## src/rtl/gsie_pkg.sv

```systemverilog
`timescale 1ns / 1ps
// ---------------------------------------------------------------------------
// Band equalizer package
// Types, register codes, reset values and fixed tables of the equalizer.
// ---------------------------------------------------------------------------
package gsie_pkg;

	// Configuration port address width and register reset values.
	localparam int PADDR_W = 4;
	localparam logic [5:0]  ACTIVE_BANDS_RST = 6'd26;
	localparam logic [15:0] GAIN_DECAY_RST   = 16'd52429;
	localparam logic [15:0] OUTPUT_SCALE_RST = 16'd39322;

	// Item kinds as they arrive on the input channel.
	typedef enum logic [1:0] {
		KIND_SAMPLE  = 2'd0,
		KIND_LOAD_FF = 2'd1,
		KIND_LOAD_FB = 2'd2,
		KIND_GAIN    = 2'd3
	} kind_t;

	// Register indexes on the configuration port.
	typedef enum logic [1:0] {
		REG_ACTIVE_BANDS = 2'd0,
		REG_GAIN_DECAY   = 2'd1,
		REG_OUTPUT_SCALE = 2'd2
	} reg_idx_t;

	// Operations after classification by the front end.
	typedef enum logic [2:0] {
		OP_SAMPLE,
		OP_LOAD_FF,
		OP_LOAD_FB,
		OP_GAIN,
		OP_DROP
	} op_t;

	// Command queued between front and back.
	typedef struct packed {
		op_t                op;
		logic signed [15:0] sample;
		logic [4:0]         band;
		logic [3:0]         tap;
		logic signed [31:0] coeff;
		logic signed [7:0]  raw_gain;
	} cmd_t;

	// Configuration register set.
	typedef struct packed {
		logic [5:0]  active_bands;
		logic [15:0] gain_decay;
		logic [15:0] output_scale;
	} cfg_t;

	// Back-end sequencer states.
	typedef enum logic [3:0] {
		ST_IDLE,
		ST_GAIN_MUL,
		ST_GAIN_WR,
		ST_BAND_RD,
		ST_TAP_M1,
		ST_TAP_M2,
		ST_TAP_M3,
		ST_BAND_FIN,
		ST_BAND_WB,
		ST_OUT_MUL,
		ST_OUT_WR
	} bk_state_t;

	// Gain magnitude table: round(m * 32768 / 127), halves away from zero.
	typedef logic [16:0] glut_t [129];

	function automatic glut_t gain_lut_build();
		glut_t t;
		for (int m = 0; m <= 128; m++) begin
			t[m] = 17'((m * 65536 + 127) / 254);
		end
		return t;
	endfunction

	localparam glut_t GAIN_LUT = gain_lut_build();

	// Saturate a 64-bit signed value to 32 bits.
	function automatic logic signed [31:0] sat32(input logic signed [63:0] v);
		logic signed [63:0] hi;
		logic signed [63:0] lo;
		hi = 64'sd2147483647;
		lo = -64'sd2147483648;
		if (v > hi) begin
			return 32'sh7FFFFFFF;
		end
		if (v < lo) begin
			return 32'sh80000000;
		end
		return v[31:0];
	endfunction

endpackage

```

## src/rtl/gsie_if.sv

```systemverilog
`timescale 1ns / 1ps
// ---------------------------------------------------------------------------
// Band equalizer channels
// Valid/ready channels for input items and output results.
// ---------------------------------------------------------------------------

// Input item channel.
interface gsie_item_if;
	logic               valid;
	logic               ready;
	logic [1:0]         kind;
	logic signed [15:0] sample;
	logic [4:0]         band;
	logic [3:0]         tap;
	logic signed [31:0] coeff_value;
	logic signed [7:0]  raw_gain;

	modport source(output valid, kind, sample, band, tap, coeff_value, raw_gain,
		input ready);
	modport sink(input valid, kind, sample, band, tap, coeff_value, raw_gain,
		output ready);
endinterface


```

## src/rtl/gsie_front.sv

```systemverilog
`timescale 1ns / 1ps
// ---------------------------------------------------------------------------
// Band equalizer front end
// Accepts input beats, classifies them and queues commands for the back end.
// ---------------------------------------------------------------------------
module gsie_front #(
	parameter int MAX_BANDS    = 32,
	parameter int FILTER_ORDER = 2
) (
	input  logic          clk,
	input  logic          arst_n,
	gsie_item_if.sink     items,
	output gsie_pkg::cmd_t cmd,
	output logic          cmd_valid,
	input  logic          cmd_pop
);
	import gsie_pkg::*;

	localparam int NTAPS = 2 * FILTER_ORDER + 1;

	cmd_t       slot_q [2];
	logic       wr_ptr_q;
	logic       rd_ptr_q;
	logic [1:0] cnt_q;
	logic       push;
	logic       pop;
	logic       band_ok;
	logic       tap_ok;
	cmd_t       cmd_new;

	// Classify the incoming beat; out-of-range loads and updates are dropped.
	always_comb begin
		band_ok          = int'(items.band) < MAX_BANDS;
		tap_ok           = int'(items.tap) < NTAPS;
		cmd_new.sample   = items.sample;
		cmd_new.band     = items.band;
		cmd_new.tap      = items.tap;
		cmd_new.coeff    = items.coeff_value;
		cmd_new.raw_gain = items.raw_gain;
		case (items.kind)
			KIND_SAMPLE:  cmd_new.op = OP_SAMPLE;
			KIND_LOAD_FF: cmd_new.op = (band_ok && tap_ok) ? OP_LOAD_FF : OP_DROP;
			KIND_LOAD_FB: cmd_new.op = (band_ok && tap_ok) ? OP_LOAD_FB : OP_DROP;
			KIND_GAIN:    cmd_new.op = band_ok ? OP_GAIN : OP_DROP;
			default:      cmd_new.op = OP_DROP;
		endcase
	end

	assign items.ready = (cnt_q != 2'd2);
	assign push        = items.valid && items.ready;
	assign cmd_valid   = (cnt_q != 2'd0);
	assign pop         = cmd_pop && cmd_valid;
	assign cmd         = slot_q[rd_ptr_q];

	// Queue pointers and fill level.
	always_ff @(posedge clk or negedge arst_n) begin
		if (!arst_n) begin
			wr_ptr_q <= 1'b0;
			rd_ptr_q <= 1'b0;
			cnt_q    <= 2'd0;
		end else begin
			if (push) begin
				wr_ptr_q <= ~wr_ptr_q;
			end
			if (pop) begin
				rd_ptr_q <= ~rd_ptr_q;
			end
			cnt_q <= cnt_q + 2'(push) - 2'(pop);
		end
	end

	// Queue storage.
	always_ff @(posedge clk) begin
		if (push) begin
			slot_q[wr_ptr_q] <= cmd_new;
		end
	end

endmodule

```

## src/flat_wrapper.sv

```systemverilog
// flat-port wrapper written by rule: the top's interface ports become plain ports
module gsie_front_flat import gsie_pkg::*;
#(
	parameter int MAX_BANDS    = 32,
	parameter int FILTER_ORDER = 2
)
  (clk, arst_n, cmd, cmd_valid, cmd_pop, items_valid, items_kind, items_sample, items_band, items_tap, items_coeff_value, items_raw_gain, items_ready);
  gsie_item_if items_i ();
  input  logic clk;
  input  logic arst_n;
  output gsie_pkg::cmd_t cmd;
  output logic cmd_valid;
  input  logic cmd_pop;
  input wire logic [$bits(items_i.valid)-1:0] items_valid;
  input wire logic [$bits(items_i.kind)-1:0] items_kind;
  input wire logic [$bits(items_i.sample)-1:0] items_sample;
  input wire logic [$bits(items_i.band)-1:0] items_band;
  input wire logic [$bits(items_i.tap)-1:0] items_tap;
  input wire logic [$bits(items_i.coeff_value)-1:0] items_coeff_value;
  input wire logic [$bits(items_i.raw_gain)-1:0] items_raw_gain;
  output wire logic [$bits(items_i.ready)-1:0] items_ready;
  assign items_i.valid = items_valid;
  assign items_i.kind = items_kind;
  assign items_i.sample = items_sample;
  assign items_i.band = items_band;
  assign items_i.tap = items_tap;
  assign items_i.coeff_value = items_coeff_value;
  assign items_i.raw_gain = items_raw_gain;
  assign items_ready = items_i.ready;
  gsie_front #(.MAX_BANDS(MAX_BANDS), .FILTER_ORDER(FILTER_ORDER)) u_core (.clk(clk), .arst_n(arst_n), .items(items_i), .cmd(cmd), .cmd_valid(cmd_valid), .cmd_pop(cmd_pop));
endmodule
```

## config.mk

```make
export PLATFORM = sky130hd
export DESIGN_NAME = gsie_front_flat
export DESIGN_NICKNAME = d
export VERILOG_FILES = /design/src/rtl/gsie_pkg.sv /design/src/rtl/gsie_if.sv /design/src/rtl/gsie_front.sv /design/src/flat_wrapper.sv
export SDC_FILE = /design/constraint.sdc
export NUM_CORES = 1
export LEC_CHECK = 0
export BUFFER_PORTS_ARGS = -buffer_cell sky130_fd_sc_hd__clkbuf_2
export CORE_ASPECT_RATIO = 1.4
export CORE_MARGIN = 1
export CORE_UTILIZATION = 45
export DETAILED_ROUTE_END_ITERATION = 8
export PLACE_DENSITY = 0.7
export SYNTH_ARGS = -nofsm -noshare
export SYNTH_HDL_FRONTEND = slang
export SYNTH_SLANG_ARGS = --single-unit
```

## constraint.sdc

```tcl
create_clock -name clk -period 5 [get_ports clk]
set_input_delay 0.25 -clock clk [delete_from_list [all_inputs] [get_ports clk]]
set_output_delay 0.25 -clock clk [all_outputs]
set_load 0.02 [all_outputs]
```

==> results of run 1 <==
==> cells in the final DEF, fill, tap and decap left out <==
cell	count
sky130_fd_sc_hd__and2_1	1
sky130_fd_sc_hd__and3_2	1
sky130_fd_sc_hd__buf_4	2
sky130_fd_sc_hd__bufinv_16	4
sky130_fd_sc_hd__clkbuf_1	1
sky130_fd_sc_hd__clkbuf_16	17
sky130_fd_sc_hd__clkbuf_2	140
sky130_fd_sc_hd__clkinv_1	3
sky130_fd_sc_hd__clkinv_2	4
sky130_fd_sc_hd__clkinv_4	2
sky130_fd_sc_hd__clkinvlp_4	1
sky130_fd_sc_hd__dfrtp_1	3
sky130_fd_sc_hd__dfrtp_4	1
sky130_fd_sc_hd__dlygate4sd3_1	1
sky130_fd_sc_hd__edfxtp_1	136
sky130_fd_sc_hd__ha_1	2
sky130_fd_sc_hd__inv_1	3
sky130_fd_sc_hd__mux2_2	58
sky130_fd_sc_hd__mux2_4	10
sky130_fd_sc_hd__nand2_1	1
sky130_fd_sc_hd__nand2b_1	1
sky130_fd_sc_hd__nor2_1	2
sky130_fd_sc_hd__nor2_4	1
sky130_fd_sc_hd__o21a_1	3
sky130_fd_sc_hd__or2_2	1
sky130_fd_sc_hd__xnor2_1	4
sky130_fd_sc_hd__xor2_1	1
==> worst paths after layout <==
check / end / from / depth (start not counted) / slack, ns
max: u_core.slot_q[0][35]$_DFFE_PP_ / u_core.cnt_q[1]$_DFF_PN0_ / 4 / 2.61
min: u_core.slot_q[0][49]$_DFFE_PP_ / items_sample[0] / 1 / 0.02
min in group asynchronous: u_core.wr_ptr_q$_DFFE_PN0P_ / arst_n / 2 / 0.17
max in group asynchronous: u_core.rd_ptr_q$_DFFE_PN0P_ / arst_n / 2 / 4.68
max reg2reg: u_core.slot_q[0][35]$_DFFE_PP_ / u_core.cnt_q[1]$_DFF_PN0_ / 4 / 2.61
min reg2reg: u_core.cnt_q[1]$_DFF_PN0_ / u_core.cnt_q[1]$_DFF_PN0_ / 1 / 0.54
==> cell type report <==
| class | instances | area, um2 |
|---|---|---|
| fill | 899 | 4630 |
| sequential | 140 | 4190 |
| multi-input combinational | 86 | 943 |
| timing repair buffer | 143 | 726 |
| clock buffer | 18 | 429 |
| tap | 144 | 180 |
| clock inverter | 14 | 176 |
| inverter | 3 | 11.3 |
==> per-layer routing <==
metal,global-route usage (%),routed length (um),vias up
li1,-,-,1242
met2,26.6,4790,91
met3,5.93,534,19
met4,9.14,243,0
met1,14.9,3110,1276
met5,0,0,-
==> registers in the layout, indices dropped and copies added (netlist names) <==
name,count
u_core.cnt_q,2
u_core.rd_ptr_q,1
u_core.slot_q,136
u_core.wr_ptr_q,1
==> worst register-to-register path: stages, from the launching register on <==
cell	delay (ns)
sky130_fd_sc_hd__dfrtp_1	0.41
sky130_fd_sc_hd__nand2b_1	0.13
sky130_fd_sc_hd__nand2_1	0.14
sky130_fd_sc_hd__nor2_4	0.73
sky130_fd_sc_hd__buf_4	0.59
==> report_power, final <==
| group | internal (mW) | total [mW] | switching (mW) | leakage [nW] |
|---|---|---|---|---|
| clock | 0.825 | 1.27 | 0.441 | 0.296 |
| sequential | 1.61 | 1.78 | 0.175 | 1.31 |
| combinational | 0.508 | 1.19 | 0.684 | 0.980 |
| total | 2.94 | 4.24 | 1.30 | 2.59 |
==> what timing repair did <==
action | 4_1_cts | 5_1_grt
setup buffers | 0 | 0
endpoints found under the hold margin | 4 | 0
hold buffers | 1 | 0
==> metrics by stage <==
stage / total power, mW / setup slack (ns)
3_5_place_dp: 3.03 / 2.58
4_1_cts: 4.30 / 2.58
6_report: 4.24 / 2.61
2_1_floorplan: 2.66 / 0.912
5_1_grt: 4.43 / 2.48
3_3_place_gp: 3.00 / 2.65
==> kinds of logic (layout without fill, tap and decap cells) <==
group | count (synthesis) | count (layout) | share of synthesized area [%]
flip-flops | 140 | 140 | 80.6
multiplexers | 68 | 68 | 15.5
buffers and inverters | 11 | 178 | 1.42
AND/OR/NAND/NOR | 8 | 8 | 0.771
XOR/XNOR | 5 | 5 | 0.843
AO/OA/AOI/OAI | 3 | 3 | 0.434
adder cells (fa/ha/maj) | 2 | 2 | 0.482
==> results.md, run 1 <==
* Count of H-tree levels built during CTS at 4
* Most frequent cell after synthesis: sky130_fd_sc_hd__edfxtp_1
* Fraction of the yosys area taken by sequential cells at 80.6%
* Count of antenna-violating nets left after detailed routing at 0
* Number of top-level design ports at 141
* Width of the die at 92.8 um
* Effective utilization at floorplan at 46.0%
* Number of distinct library cells after synthesis at 18
* Cts bufs inserted at 17
* Placed wire-length estimate at 5610 um
* Crit path kind: flip-flop to flip-flop
* Layout cell share with drive strength beyond 1 at 59.9%
* First-pass GRT wire length at 13000 um
* Number of synthesis warnings at 0
* Post-Route Skew at 0.00542 ns
* Cell family with most CP delay: simple AND/OR/NAND/NOR gates
* CP startpoint kind: flip-flop
* Via total after detailed routing at 2628
* Library cell contributing the largest single delay on the critical path: sky130_fd_sc_hd__nor2_4
* Hold Slack at 0.0236 ns
* Iteration-0 DRC Markers at 118
* Status: complete, no violations
* Synth area leaders: sky130_fd_sc_hd__edfxtp_1 79%, sky130_fd_sc_hd__mux2_2 13%, sky130_fd_sc_hd__mux2_4 2.9%, sky130_fd_sc_hd__dfrtp_1 1.9%, sky130_fd_sc_hd__xnor2_1 0.67%
* Path type of the worst min-delay path: input port to flip-flop
* Die outline area at 0.0120 mm2
* Main synth FF type: sky130_fd_sc_hd__edfxtp_1
* Final design area excluding fillers at 0.00665 mm2
* Net count after synthesis at 310
* Number of gates resized after CTS at 0
* Slew Viols, Final at 0
* Clock root buffer: sky130_fd_sc_hd__clkbuf_16
* Max_slew headroom at 35.5%
* Peak fanout along the critical path at 37
* Area after DPL at 0.00604 mm2
* Async set-reset flop share out of synthesis at 2.86%
* Average wire length per cell after detail routing at 15.8 um
* Max_cap viols at 0
* Final wirelength at 8680 um
* Gr ovfl total at 0
* Vias in the first global route at 2653
* Initial antenna violation count at 0
* Number of buffers inserted by port buffering at 140
* Commonest cells in the synthesized netlist: 136 x sky130_fd_sc_hd__edfxtp_1, 58 x sky130_fd_sc_hd__mux2_2, 10 x sky130_fd_sc_hd__mux2_4
* Setup Viol. Count Final at 0
* Instance count after placement with tap cells included at 515
* Largest net degree at the start of global routing at 70
* Clock tree from TritonCTS: built
* Area growth, synth to finish at 28.1%
* Critical path, cell by cell: nand2b_1 > nand2_1 > nor2_4 > buf_4
* Remaining design rule violation count at 0
* Placeable core region at 0.0113 mm2
* Slew at the pin closest to its max-slew limit at 0.968 ns
* Worst IR Drop VDD at 539 uV
* Share of the clock period used by the worst path at 47.7%
* Post-synthesis cell area at 0.00519 mm2
* Clock Pin Slew Worst Setup and Hold Paths at 0.06 ns
* Weighted congestion at the end of routability-driven global placement at 0.680
* Top achievable clock speed at 419 MHz
* Mean cell area of the mapped netlist at 21.9 um2
* CP peak stage delay at 0.72 ns
* Final std cells w/o fill at 548
* Minimum clock period at 2.39 ns
* Total leakage power at 2.59 nW
* Overall die height at 129 um
* Post-synthesis cell count at 237
* Inserted Diodes at 0
* Number of register bits inferred by synthesis at 140
* Yosys top cell by area: sky130_fd_sc_hd__edfxtp_1
* Required time of the critical path at 5.05 ns
* TritonCTS Sinks at 140
* Util after Layout at 59.0%
* Maximum number of buffers from clock root to sink at 2
* Final Hold Vio Count at 0
* GRT Overall Usage at 15.1%
* Total negative slack for setup checks at 0 ns
* Share of the synthesized area in the top cell type at 78.7%
* PwrDens at 638 mW/mm2
* Unrepaired setup endpoints after global routing: false
* Total iterations of the first detailed-routing run at 4
* Placement row count at 46
* Via density per instance at 4.80
* Crit path arrival time at 2.43 ns
* Number of flops mapped to enable cells by yosys at 136
* Worst setup EP type: flip-flop
* Number of nets in the layout at 464
* CP bufs+invs at 1
* Insertion delay of the later-clocked pin in the worst-skew pair at 0.41 ns
(Power assumes the default switching activity.)
==> run 2: changes to the inputs <==
--- a/config.mk
+++ b/config.mk
@@ -10,7 +10,7 @@
 export CORE_MARGIN = 1
 export CORE_UTILIZATION = 45
 export DETAILED_ROUTE_END_ITERATION = 8
-export PLACE_DENSITY = 0.7
+export PLACE_DENSITY = 0.73
 export SYNTH_ARGS = -nofsm -noshare
 export SYNTH_HDL_FRONTEND = slang
 export SYNTH_SLANG_ARGS = --single-unit
==> constraint.sdc (replaced) <==
create_clock -name clk -period 2.06 [get_ports clk]
set_input_delay 0.103 -clock clk [delete_from_list [all_inputs] [get_ports clk]]
set_output_delay 0.103 -clock clk [all_outputs]
set_load 0.02 [all_outputs]
==> run 2 against run 1 <==
Net effect:
- non-clock buffer count rose by 70
- die area unchanged
- critical path depth is 3 higher
- maximum frequency is 30% higher
- wire length is 12% higher
==> results.md, run 2 (synthesis gave the netlist of run 1 again) <==
* Share of the clock period used by the worst path at 89.4%
* Final Hold Vio Count at 0
* Status: complete, no violations
* Total iterations of the first detailed-routing run at 4
* Placement row count at 46
* Clk network pwr share at 28.1%
* Number of top-level design ports at 141
* Largest registers: u_core.slot_q: 136 flops, u_core.cnt_q: 2 flops
* Relative contribution of combinational cells to total power at 33.0%
* Max_slew headroom at 71.7%
* Worst R2R Start: u_core.cnt_q[1]$_DFF_PN0_
* Maximum number of buffers from clock root to sink at 2
* Layout cell share with drive strength beyond 1 at 52.4%
* Overall die height at 129 um
* Via total after detailed routing at 2921
* Placed wire-length estimate at 5780 um
* R2r setup slk at 0.22 ns
* Iteration-0 DRC Markers at 109
* Register ranked first by flip-flop count: u_core.slot_q
* Total leakage power at 2.89 nW
* Required time of the critical path at 2.38 ns
* Area after DPL at 0.00613 mm2
* Remaining design rule violation count at 0
* Unrepaired setup endpoints after global routing: false
* Post-Route Skew at 0.00576 ns
* CP startpoint kind: flip-flop
* Top achievable clock speed at 543 MHz
* R2r endpoint: u_core.cnt_q[1]$_DFF_PN0_
* Width of the die at 92.8 um
* Insertion delay of the later-clocked pin in the worst-skew pair at 0.40 ns
* Average wire length per cell after detail routing at 15.8 um
* Placeable core region at 0.0113 mm2
* Worst setup EP type: flip-flop
* Least setup slack across all paths after layout at 0.218 ns
* Clock tree from TritonCTS: built
* Area growth, synth to finish at 42.2%
* Crit path arrival time at 2.16 ns
* Most common cell after layout, fill and taps aside: sky130_fd_sc_hd__clkbuf_2
* Minimum clock period at 1.84 ns
* Effective utilization at floorplan at 46.0%
* Slew at the pin closest to its max-slew limit at 0.425 ns
* Number of nets in the layout at 534
* Post-CTS setup buffer count at 0
* TritonCTS Sinks at 140
* Largest net degree at the start of global routing at 37
* Hold Slack at 0.0409 ns
* Launch point of the worst path: u_core.cnt_q[1]$_DFF_PN0_
* Fraction of power spent switching nets at 30.9%
* Total negative slack for setup checks at 0 ns
* Crit path kind: flip-flop to flip-flop
* Sequential Power Share at 39.0%
* Initial antenna violation count at 0
* Sw Pwr at 3.24 mW
* Gr ovfl total at 0
* Number of buffers inserted by port buffering at 140
* PwrDens at 1420 mW/mm2
* Number of cells traversed by the worst register-to-register path at 7
* Final design area excluding fillers at 0.00738 mm2
* Die outline area at 0.0120 mm2
* Clock root buffer: sky130_fd_sc_hd__clkbuf_16
* Vias in the first global route at 3141
* Pre-CTS setup slack at 0.230 ns
* Worst IR Drop VDD at 1240 uV
* Count of H-tree levels built during CTS at 4
* Setup Viol. Count Final at 0
* Max_cap viols at 0
* Inserted Diodes at 0
* Internal portion of total power at 7.24 mW
* Via density per instance at 4.73
* Count of antenna-violating nets left after detailed routing at 0
* First-pass GRT wire length at 14300 um
* Leading cell types in the layout, fill and taps excluded: 140 x sky130_fd_sc_hd__clkbuf_2, 136 x sky130_fd_sc_hd__edfxtp_1, 67 x sky130_fd_sc_hd__dlygate4sd3_1
* Cts bufs inserted at 17
* Slew Viols, Final at 0
* Clock Pin Slew Worst Setup and Hold Paths at 0.05 ns
* Final wirelength at 9730 um
* GRT Overall Usage at 16.3%
* Peak fanout along the critical path at 3
* Number of flip-flops in the largest register at 136
* Util after Layout at 65.5%
* Path type of the worst min-delay path: input port to async pin
* Weighted congestion at the end of routability-driven global placement at 0.677
## run 2: cell count changes in the layout (fill, tap and decap cells not counted)
cell	delta
sky130_fd_sc_hd__nand2b_4	+1
sky130_fd_sc_hd__clkinv_4	-1
sky130_fd_sc_hd__nand2b_1	-1
sky130_fd_sc_hd__buf_12	+4
sky130_fd_sc_hd__clkinv_1	-2
sky130_fd_sc_hd__dlygate4sd3_1	+66
sky130_fd_sc_hd__inv_6	+1
sky130_fd_sc_hd__clkinvlp_4	+1
sky130_fd_sc_hd__clkbuf_1	+1
sky130_fd_sc_hd__nand2_1	-1
sky130_fd_sc_hd__nand2_4	+1
sky130_fd_sc_hd__bufinv_16	-1
## run 2: metrics by stage
stage	power (mW)	instances
finish	10.5	617
detailed placement	7.51	519
global route	10.9	617
global placement	7.43	519
floorplan	6.45	237
CTS	10.6	617
## run 2: final cells by class
class / instances / area [um2]
fillers: 812 / 3900
clock buffers: 19 / 433
well taps: 144 / 180
flip-flops and latches: 140 / 4190
repair buffers: 213 / 1470
inverters: 3 / 11.3
multi-input cells: 86 / 958
clock inverters: 12 / 146
## run 2: worst max path at each step
| stage | slack, ns | to | depth (start not counted) |
|---|---|---|---|
| after global routing | 0.13 | u_core.cnt_q[1]$_DFF_PN0_ | 7 |
| after global placement | 0.30 | u_core.cnt_q[1]$_DFF_PN0_ | 7 |
| final | 0.22 | u_core.cnt_q[1]$_DFF_PN0_ | 7 |
| after detailed placement | 0.23 | u_core.cnt_q[1]$_DFF_PN0_ | 7 |
| after CTS | 0.21 | u_core.cnt_q[1]$_DFF_PN0_ | 7 |
| after floorplan | 0.02 | u_core.slot_q[0][0]$_DFFE_PP_ | 3 |
## run 2: layer usage
layer / global-route usage, % / wire length, um / vias up / share of wire [%]
met4: 10.0 / 235 / 0 / 2.4
met3: 4.52 / 397 / 25 / 4.1
met1: 15.4 / 3510 / 1420 / 36
li1: - / - / 1378 / -
met5: 0 / 0 / - / 0
met2: 30.8 / 5590 / 98 / 57
## run 2: power by group through the flow
stage | Sequential, mW | Clock (mW) | Combinational, mW
after floorplan | 4.08 | 0 | 2.37
final | 4.08 | 2.94 | 3.45
after CTS | 4.09 | 3.01 | 3.49
after global placement | 4.09 | 0 | 3.34
after global routing | 4.13 | 3.11 | 3.66
after detailed placement | 4.14 | 0 | 3.37
## run 2: repair_timing
item / 4_1_cts / 5_1_grt
resized for setup: 0 / 0
hold buffers: 67 / 0
endpoints found under the hold margin: 135 / 0
## run 2: critical path, cell delays in order (launching register included)
cell and delay [ns]:
sky130_fd_sc_hd__dfrtp_1 0.43, sky130_fd_sc_hd__or2_2 0.33, sky130_fd_sc_hd__and2_1 0.19, sky130_fd_sc_hd__ha_1 0.29
sky130_fd_sc_hd__inv_1 0.04, sky130_fd_sc_hd__ha_1 0.18, sky130_fd_sc_hd__xnor2_1 0.17, sky130_fd_sc_hd__xnor2_1 0.14
==> run 3: changes to the inputs <==
--- a/config.mk
+++ b/config.mk
@@ -5,12 +5,12 @@
 export SDC_FILE = /design/constraint.sdc
 export NUM_CORES = 1
 export LEC_CHECK = 0
+export ABC_CLOCK_PERIOD_IN_PS = 2060
 export BUFFER_PORTS_ARGS = -buffer_cell sky130_fd_sc_hd__clkbuf_2
 export CORE_ASPECT_RATIO = 1.4
-export CORE_MARGIN = 1
-export CORE_UTILIZATION = 45
+export CORE_UTILIZATION = 35
 export DETAILED_ROUTE_END_ITERATION = 8
-export PLACE_DENSITY = 0.73
+export PLACE_DENSITY = 0.59
 export SYNTH_ARGS = -nofsm -noshare
 export SYNTH_HDL_FRONTEND = slang
 export SYNTH_SLANG_ARGS = --single-unit
==> run 3 against run 2 <==
Net effect:
- core utilization fell by 14 points
- cell count up 7.5%
- count of clock-buffer cells in the layout unchanged
- critical path depth fell by 4
- cell area is 1.4% higher
- sequential share of layout area shrank 0.76 points
- wire length rose by 2.7%
- maximum frequency decreased by 6.9%
- register-to-register slack improved by 0.04 ns
- first-iteration DRC count shrank 27%
- via count fell by 1.0%
- non-clock buffer count unchanged
- largest cell class unchanged
==> results.md, run 3 (synthesis gave the netlist of run 1 again) <==
* Insertion delay of the later-clocked pin in the worst-skew pair at 0.41 ns
* Number of flip-flops in the largest register at 136
* Worst IR Drop VDD at 850 uV
* Total negative slack for setup checks at 0 ns
* Area growth, synth to finish at 44.1%
* Most common cell after layout, fill and taps aside: sky130_fd_sc_hd__clkbuf_2
* Fraction of power spent switching nets at 30.8%
* Placed wire-length estimate at 6120 um
* Hold Slack at 0.0271 ns
* Placeable core region at 0.0144 mm2
* Internal portion of total power at 7.38 mW
* Remaining design rule violation count at 0
* Crit path arrival time at 1.88 ns
* GRT Overall Usage at 14.0%
* Average wire length per cell after detail routing at 15.1 um
* CP peak stage delay at 0.65 ns
* Max_cap viols at 0
* PwrDens at 1420 mW/mm2
* Count of H-tree levels built during CTS at 4
* Placement row count at 52
* Post-CTS setup buffer count at 0
* Share of the clock period used by the worst path at 96.1%
* Peak fanout along the critical path at 28
* Sw Pwr at 3.28 mW
* Clock Pin Slew Worst Setup and Hold Paths at 0.06 ns
* Iteration-0 DRC Markers at 80
* Width of the die at 105 um
* Via density per instance at 4.36
* Layout cell share with drive strength beyond 1 at 52.4%
* First-pass GRT wire length at 16000 um
* Least setup slack across all paths after layout at 0.0806 ns
* Sequential Power Share at 38.9%
* Pre-CTS setup slack at 0.257 ns
* Count of antenna-violating nets left after detailed routing at 0
* Worst setup EP type: primary output
* Number of nets in the layout at 534
* R2r setup slk at 0.26 ns
* Weighted congestion at the end of routability-driven global placement at 0.654
* Instance count after placement with tap cells included at 564
* Number of buffers inserted by port buffering at 140
* Crit path kind: flip-flop to primary output
* Die outline area at 0.0153 mm2
* Max_slew headroom at 74.4%
* Critical path, cell by cell: buf_12 > mux2_2 > clkbuf_2
* Library cell contributing the largest single delay on the critical path: sky130_fd_sc_hd__dfrtp_4
* Number of top-level design ports at 141
* Final design area excluding fillers at 0.00748 mm2
* Maximum number of buffers from clock root to sink at 2
* Clock root buffer: sky130_fd_sc_hd__clkbuf_16
* Post-Route Skew at 0.00559 ns
* Gr ovfl total at 0
* CP startpoint kind: flip-flop
* Unrepaired setup endpoints after global routing: false
* Slew at the pin closest to its max-slew limit at 0.383 ns
* Largest net degree at the start of global routing at 51
* Required time of the critical path at 1.96 ns
* Util after Layout at 51.8%
* Clock tree from TritonCTS: built
* Status: complete, no violations
* Effective utilization at floorplan at 35.9%
* Initial antenna violation count at 1
* Final std cells w/o fill at 663
* Slew Viols, Final at 0
* Area after DPL at 0.00621 mm2
* Vias in the first global route at 3293
* Largest registers: u_core.slot_q: 136 flops, u_core.cnt_q: 2 flops
* PnR Total Power at 10.7 mW
* Cts bufs inserted at 17
* Number of gates resized after CTS at 0
* TritonCTS Sinks at 140
* Path type of the worst min-delay path: input port to async pin
* Final Hold Vio Count at 0
* Final wirelength at 9990 um
* Via total after detailed routing at 2891
* Relative contribution of combinational cells to total power at 31.8%
* Setup Viol. Count Final at 0
* Leading cell types in the layout, fill and taps excluded: 140 x sky130_fd_sc_hd__clkbuf_2, 136 x sky130_fd_sc_hd__edfxtp_1, 67 x sky130_fd_sc_hd__dlygate4sd3_1
* Overall die height at 146 um
* Total leakage power at 2.90 nW
* Minimum clock period at 1.98 ns
* Top achievable clock speed at 505 MHz
* Total iterations of the first detailed-routing run at 4
* Register ranked first by flip-flop count: u_core.slot_q
* CTS Hold Bufs at 67
* Clk network pwr share at 29.3%
[run 3: cell count changes in the layout (fill, tap and decap cells not counted), sizes merged]
| cell | change |
|---|---|
| bufinv | +1 |
| clkinv | -1 |
| diode | +1 |
[run 3: power groups by stage]
stage	sequential (mW)	combinational, mW	clock, mW
6_report	4.15	3.39	3.12
5_1_grt	4.22	3.63	3.30
4_1_cts	4.16	3.47	3.20
3_5_place_dp	4.21	3.36	0
3_3_place_gp	4.18	3.32	0
2_1_floorplan	4.08	2.37	0
[run 3: layer usage]
metal  wire length [um]  share of wire, %  track usage [%]  vias up
met1               3670                37             13.6     1410
met3                494               4.9             4.91       10
met2               5670                57             26.3       86
met4                155               1.6             5.77        0
li1                   -                 -                -     1385
met5                  0                 0                0        -
[run 3: cell type report]
cell class	count	area, um2
fillers	1242	6960
flip-flops and latches	140	4190
repair buffers	213	1480
multi-input cells	86	962
clock buffers	19	433
well taps	189	236
clock inverters	12	171
inverters	3	11.3
diodes	1	2.50
[run 3: worst paths after layout]
check	start	end	cells after the start
worst max-delay path	u_core.rd_ptr_q$_DFFE_PN0P_	cmd[35]	3
worst min-delay path	arst_n	u_core.cnt_q[0]$_DFF_PN0_	2
worst max register to register	u_core.cnt_q[1]$_DFF_PN0_	u_core.cnt_q[1]$_DFF_PN0_	7
worst min register to register	u_core.wr_ptr_q$_DFFE_PN0P_	u_core.wr_ptr_q$_DFFE_PN0P_	1
max in group asynchronous	arst_n	u_core.rd_ptr_q$_DFFE_PN0P_	2
min in group clk	cmd_pop	u_core.rd_ptr_q$_DFFE_PN0P_	3
[run 3: worst max-delay path, delay by kind of cell, from the launching register on]
kind	cells	cell delay, ns
buffers and inverters	2	0.41
flip-flops	1	0.65
multiplexers	1	0.38
